[config.mk]
export PLATFORM = sky130hd
export DESIGN_NAME = dmxcap_ctrl
export DESIGN_NICKNAME = d
export VERILOG_FILES = /design/src/rtl/dmxcap_pkg.sv /design/src/rtl/dmxcap_ctrl.sv
export VERILOG_INCLUDE_DIRS = /design/src /design/src/rtl
export SDC_FILE = /design/constraint.sdc
export NUM_CORES = 1
export LEC_CHECK = 0
export ABC_AREA = 1
export BUFFER_PORTS_ARGS = -buffer_cell sky130_fd_sc_hd__clkbuf_2
export CAP_MARGIN = 15
export CORE_MARGIN = 10
export CORE_UTILIZATION = 45
export CTS_CLUSTER_DIAMETER = 100
export DETAILED_ROUTE_END_ITERATION = 7
export GPL_TIMING_DRIVEN = 0
export PLACE_DENSITY = 0.72
export SYNTH_ARGS = -nofsm -noshare
export SYNTH_HDL_FRONTEND = slang
export SYNTH_SLANG_ARGS = --single-unit
[constraint.sdc]
create_clock -name clock -period 4.95 [get_ports clock]
set_clock_uncertainty 0.15 [all_clocks]
set_input_delay 0.495 -clock clock [delete_from_list [all_inputs] [get_ports clock]]
set_output_delay 0.495 -clock clock [all_outputs]
set_load 0.01 [all_outputs]
[src/rtl/dmx_break_framed_packet_capture_assert.svh]
// ----------------------------------------------------------------------------
// DMX break-framed capture assertion macros
// Concurrent assertion wrappers shared by the capture RTL.
// ----------------------------------------------------------------------------
`ifndef DMX_BREAK_FRAMED_PACKET_CAPTURE_ASSERT_SVH
`define DMX_BREAK_FRAMED_PACKET_CAPTURE_ASSERT_SVH

`ifndef ASSERT_OFF

// Check a property at every clock edge outside reset.
`define DMXCAP_ASSERT(lbl, clk, rst, prop, msg) \
   lbl: assert property (@(posedge clk) disable iff (rst) (prop)) else $error(msg);

// Check that a condition holds in the cycle after a trigger.
`define DMXCAP_ASSERT_NEXT(lbl, clk, rst, ante, cons, msg) \
   lbl: assert property (@(posedge clk) disable iff (rst) (ante) |=> (cons)) \
      else $error(msg);

`else

`define DMXCAP_ASSERT(lbl, clk, rst, prop, msg)
`define DMXCAP_ASSERT_NEXT(lbl, clk, rst, ante, cons, msg)

`endif

`endif

[src/rtl/dmxcap_pkg.sv]
// ----------------------------------------------------------------------------
// DMX capture package
// Constants, operation codes and shared structs of the DMX512 capture block.
// ----------------------------------------------------------------------------
package dmxcap_pkg;

   localparam int MAX_SLOTS   = 512;
   localparam int BANK_SIZE   = MAX_SLOTS + 1;
   localparam int STORE_DEPTH = 2 * BANK_SIZE;
   localparam int ADDR_W      = $clog2(STORE_DEPTH);
   localparam int COUNT_W     = 10;
   localparam int INDEX_W     = 10;
   localparam int BYTE_W      = 8;

   typedef enum logic [1:0] {
      OP_BYTE    = 2'd0,
      OP_BREAK   = 2'd1,
      OP_READ    = 2'd2,
      OP_RELEASE = 2'd3
   } op_type;

   // Frame store access request from the control unit
   typedef struct packed {
      logic              wr_en;
      logic [ADDR_W-1:0] wr_addr;
      logic [BYTE_W-1:0] wr_data;
      logic              rd_en;
      logic [ADDR_W-1:0] rd_addr;
   } mem_req_type;

   // Per-item status carried alongside the memory read
   typedef struct packed {
      logic               frame_ready;
      logic [COUNT_W-1:0] frame_length;
      logic               overflow_drop;
      logic               slot_hit;
   } item_info_type;

endpackage

[src/rtl/dmxcap_ctrl.sv]
// ----------------------------------------------------------------------------
// DMX capture control
// Slot counter, bank select, published length and ready flag; issues the
// frame store write for received bytes and the read for slot requests.
// ----------------------------------------------------------------------------
`include "dmx_break_framed_packet_capture_assert.svh"

module dmxcap_ctrl (
   input  logic                                clock,
   input  logic                                reset,
   input  logic                                accept,
   input  dmxcap_pkg::op_type                  operation,
   input  logic [dmxcap_pkg::BYTE_W-1:0]       data_byte,
   input  logic [dmxcap_pkg::INDEX_W-1:0]      slot_index,
   output dmxcap_pkg::mem_req_type             mem_req,
   output dmxcap_pkg::item_info_type           item_info
);

   localparam logic [dmxcap_pkg::COUNT_W-1:0] BankSizeCnt =
      dmxcap_pkg::COUNT_W'(dmxcap_pkg::BANK_SIZE);
   localparam logic [dmxcap_pkg::ADDR_W-1:0] BankBase =
      dmxcap_pkg::ADDR_W'(dmxcap_pkg::BANK_SIZE);

   logic                             bank_ff,   bank_in;
   logic [dmxcap_pkg::COUNT_W-1:0]   count_ff,  count_in;
   logic [dmxcap_pkg::COUNT_W-1:0]   length_ff, length_in;
   logic                             ready_ff,  ready_in;

   logic                             bank_full;
   logic                             slot_hit;
   logic                             drop;
   logic [dmxcap_pkg::ADDR_W-1:0]    wr_offset;
   logic [dmxcap_pkg::ADDR_W-1:0]    rd_offset;

   // State registers
   always_ff @(posedge clock) begin
      if (reset) begin
         bank_ff   <= 1'b0;
         count_ff  <= '0;
         length_ff <= '0;
         ready_ff  <= 1'b0;
      end else begin
         bank_ff   <= bank_in;
         count_ff  <= count_in;
         length_ff <= length_in;
         ready_ff  <= ready_in;
      end
   end

   assign bank_full = (count_ff >= BankSizeCnt);
   assign slot_hit  = (slot_index < length_ff) &&
                      (slot_index < dmxcap_pkg::INDEX_W'(dmxcap_pkg::BANK_SIZE));

   // Next state per operation
   always_comb begin
      bank_in   = bank_ff;
      count_in  = count_ff;
      length_in = length_ff;
      ready_in  = ready_ff;
      drop      = 1'b0;
      if (accept) begin
         unique case (operation)
            dmxcap_pkg::OP_BYTE: begin
               if (bank_full) begin
                  count_in = '0;
                  drop     = 1'b1;
               end else begin
                  count_in = count_ff + dmxcap_pkg::COUNT_W'(1);
               end
            end
            dmxcap_pkg::OP_BREAK: begin
               if (count_ff != '0) begin
                  length_in = count_ff;
                  ready_in  = 1'b1;
                  bank_in   = ~bank_ff;
                  count_in  = '0;
               end
            end
            dmxcap_pkg::OP_READ: begin
            end
            dmxcap_pkg::OP_RELEASE: begin
               ready_in = 1'b0;
            end
            default: begin
            end
         endcase
      end
   end

   // Write into the capture bank, read from the published bank
   assign wr_offset = bank_ff ? BankBase : '0;
   assign rd_offset = bank_ff ? '0 : BankBase;

   assign mem_req.wr_en   = accept && (operation == dmxcap_pkg::OP_BYTE) && !bank_full;
   assign mem_req.wr_addr = wr_offset + dmxcap_pkg::ADDR_W'(count_ff);
   assign mem_req.wr_data = data_byte;
   assign mem_req.rd_en   = accept && (operation == dmxcap_pkg::OP_READ) && slot_hit;
   assign mem_req.rd_addr = rd_offset + dmxcap_pkg::ADDR_W'(slot_index);

   assign item_info.frame_ready   = ready_in;
   assign item_info.frame_length  = length_in;
   assign item_info.overflow_drop = drop;
   assign item_info.slot_hit      = (operation == dmxcap_pkg::OP_READ) && slot_hit;

   `DMXCAP_ASSERT(a_count_bound, clock, reset, count_ff <= BankSizeCnt, "slot count past bank size")
   `DMXCAP_ASSERT_NEXT(a_break_publish, clock, reset, accept && operation == dmxcap_pkg::OP_BREAK && count_ff != '0, count_ff == '0 && ready_ff && bank_ff != $past(bank_ff), "break did not publish frame")
   `DMXCAP_ASSERT_NEXT(a_overflow_clear, clock, reset, accept && operation == dmxcap_pkg::OP_BYTE && bank_full, count_ff == '0, "overflow did not clear slot count")
   `DMXCAP_ASSERT(a_bank_split, clock, reset, !(mem_req.wr_en && mem_req.rd_en) || mem_req.wr_addr != mem_req.rd_addr, "read and write hit the same store entry")

endmodule

==> results.md <==
* Status: completed
* ANT cells at 0
* Min-delay worst type: reg -> reg
* Area after DPL at 0.002479 mm²
* Post-synth top area share at 20.74%
* Final setup violating endpoints at 0
* Distinct cells, synth at 29
* Global route total overflow at 0
* Filler cell count at 473
* Initial Utilization at 47.46%
* RSZ-0062 raised after global routing: no
* Row Count at 24
* First-pass GRT wire length at 9.273 mm
* Max FO, Critical Path at 4
* DRT antenna net count at 0
* Final number of hold-violating endpoints at 0
* WP data arrival at 2.17 ns
* CTS Hold Bufs at 0
* F_max at between 300 and 400 MHz
* Num ports at 68
* Area leader, netlist: dfxtp_1
* Vias in the first global route at 2,018
* Root cell of the clock tree: clkbuf_8
* TritonCTS Buffers at 3
* CTS H-tree lvls at 1
* CP Class: reg -> out
* Design Area, Final at 0.002534 mm²
* Area contributors post-synth: dfxtp_1, nand2_1, ha_1, inv_1, nor2_1
* Deepest clock path buffer count at 2
* Most frequent cells in the layout: nand2_1, clkbuf_2, inv_1
* CTS tree: built
* Area Growth Syn to Fin at 19.33%
* Number of synthesized flops with an enable pin at 0
* Post_cts resized at 0
* Prevailing post-synth register cell: dfxtp_1
* Postcts setup bufs at 0
* Setup TNS at 0 ns
* Pre-antenna DRT Iters at 5
* Nets@finish at about 420
* Gpl congestion at approximately 0.94
* Lkg Pwr at ~1.4 nW
* Synth Warn # at 0
* Power per cell area at about 170 mW/mm²
* Critical Path RT at 4.30 ns
* Vias at between 2,000 and 2,500
* Die extent in x at roughly 89 µm
* Core area at 0.004474 mm²
* Max Cap Viol at 0
* Antenna violations before repair at 0
* Worst setup SP type: flop
* Slew headroom at 64.30%
* Total track usage at 14.36%
* Tcrit/Tclk final at a little under three fifths
* Pins Over Slew Limit at 0
* Seq/Total Area, Yosys at 20.74%
* Ratio of cells with drive above 1 in the final layout at 32.98%
* Cells after Synth at between 300 and 400
* Mean routed wirelength per cell at 12.89 µm
* Via-per-instance ratio at between 4 and 5
* VDD IR-drop max at 150.0 µV
* Crit end category: output pin
* Clk sink count at 22
* Actual slew at the worst max-slew pin at 0.5355 ns
* Synth Cell Area at 0.002123 mm²
* Post-DP HPWL at 4.679 mm
* DRC viols at 0
* Port buffer count at 58
* Largest net degree at the start of global routing at 13
* Min cycle time layout at 2.816 ns
* Post-Synthesis Mean Instance Area at between 6 and 7 µm²
* Yosys reg bits at 22
* Post-synth net total at 358
* Detailed Route Iter0 Violations at 137
* Die Area at 0.007866 mm²
* Most common cell after layout, fill and taps aside: nand2_1
* Die Y at 88.69 µm
* Routed WL at 5.555 mm
* Worst skew pair latency at 0.26 ns
* Clock Pin Slew Worst Setup and Hold Paths at 0.08 ns
* Ys async rst share at 0%
## cells by family (layout without fill, tap and decap cells)
group	Yosys count	in the layout	share of synthesized area (%)
AO/OA/AOI/OAI	26	26	8.839
XOR/XNOR	16	16	6.600
adder cells (fa/ha/maj)	18	18	10.61
buffers and inverters	74	136	16.97
flip-flops	22	22	20.74
AND/OR/NAND/NOR	161	161	36.24
## per-layer routing
metal  wire length, µm  vias up  track usage (%)
li1                  -     1102                -
met1              2596      897            18.68
met2              2439       72            23.67
met3               497        2            3.860
met4                21        0            1.762
met5                 0        -                0
## where the power goes
group / leakage (nW) / switching (mW) / total [mW] / internal (mW)
Sequential: 0.178 / 0.00395 / 0.184 / 0.180
Combinational: 1.23 / 0.0673 / 0.112 / 0.0451
Clock: 0.0288 / 0.0622 / 0.133 / 0.0710
Total: 1.43 / 0.133 / 0.430 / 0.296
## synthesized netlist by cell type (2+ instances only)
| cell | number |
|---|---|
| nand2_1 | 62 |
| inv_1 | 51 |
| nor2_1 | 35 |
| nand3_1 | 25 |
| dfxtp_1 | 22 |
| ha_1 | 18 |
| xor2_1 | 15 |
| buf_4 | 11 |
| nand2_2 | 10 |
| nor2_2 | 10 |
| o21ai_2 | 9 |
| a21oi_1 | 8 |
| nand4_1 | 7 |
| inv_2 | 6 |
| a21oi_2 | 4 |
| nand2_4 | 4 |
| nor2_4 | 3 |
| nor3_1 | 3 |
| buf_12 | 2 |
| o21ai_0 | 2 |
| o31ai_1 | 2 |
## path summary, 6_finish.rpt
check,start,end,slack [ns],depth (start not counted)
worst min register to register,length_ff[8]$_SDFF_PP0_,length_ff[8]$_SDFF_PP0_,0.34,2
worst max-delay path,bank_ff$_SDFFE_PP0P_,mem_req[10],2.13,8
worst min-delay path,length_ff[8]$_SDFF_PP0_,length_ff[8]$_SDFF_PP0_,0.34,2
worst max register to register,count_ff[0]$_SDFFE_PP0P_,length_ff[5]$_SDFF_PP0_,3.06,11
## flip-flops by register name, indices dropped and copies added (netlist names)
register / flops
ready_ff: 1
bank_ff: 1
length_ff: 10
count_ff: 10
## critical path: stages (launching register included)
cell	delay, ns
dfxtp_1	0.35
inv_1	0.17
ha_1	0.20
ha_1	0.19
nand3_1	0.11
nor3_1	0.29
nand3_1	0.18
o31ai_1	0.24
clkbuf_2	0.18
## through the flow
stage | hold slack (ns) | utilization [%] | instances | setup WS (ns) | total power, mW
4_1_cts | 0.3458 | 56.63 | 431 | 2.107 | 0.4342
3_5_place_dp | 0.3317 | 55.40 | 427 | 2.347 | 0.3023
5_1_grt | 0.3731 | 56.63 | 431 | 1.890 | 0.4551
2_1_floorplan | 0.3082 | - | 317 | 2.676 | 0.2622
6_report | 0.3400 | 56.63 | 431 | 2.134 | 0.4299
3_3_place_gp | 0.3199 | 55.40 | 427 | 2.391 | 0.3004
## area by class of cell
type / count / area (µm²) / share of cell area (%)
inverter: 57 / 214.0 / 8.444
sequential: 22 / 440.4 / 17.38
buffer: 17 / 146.4 / 5.778
tap: 52 / 65.06 / 2.568
timing repair buffer: 58 / 290.3 / 11.46
multi-input combinational: 221 / 1323 / 52.20
clock buffer: 4 / 55.05 / 2.173
Note: power is estimated with default switching activity, not from simulation.
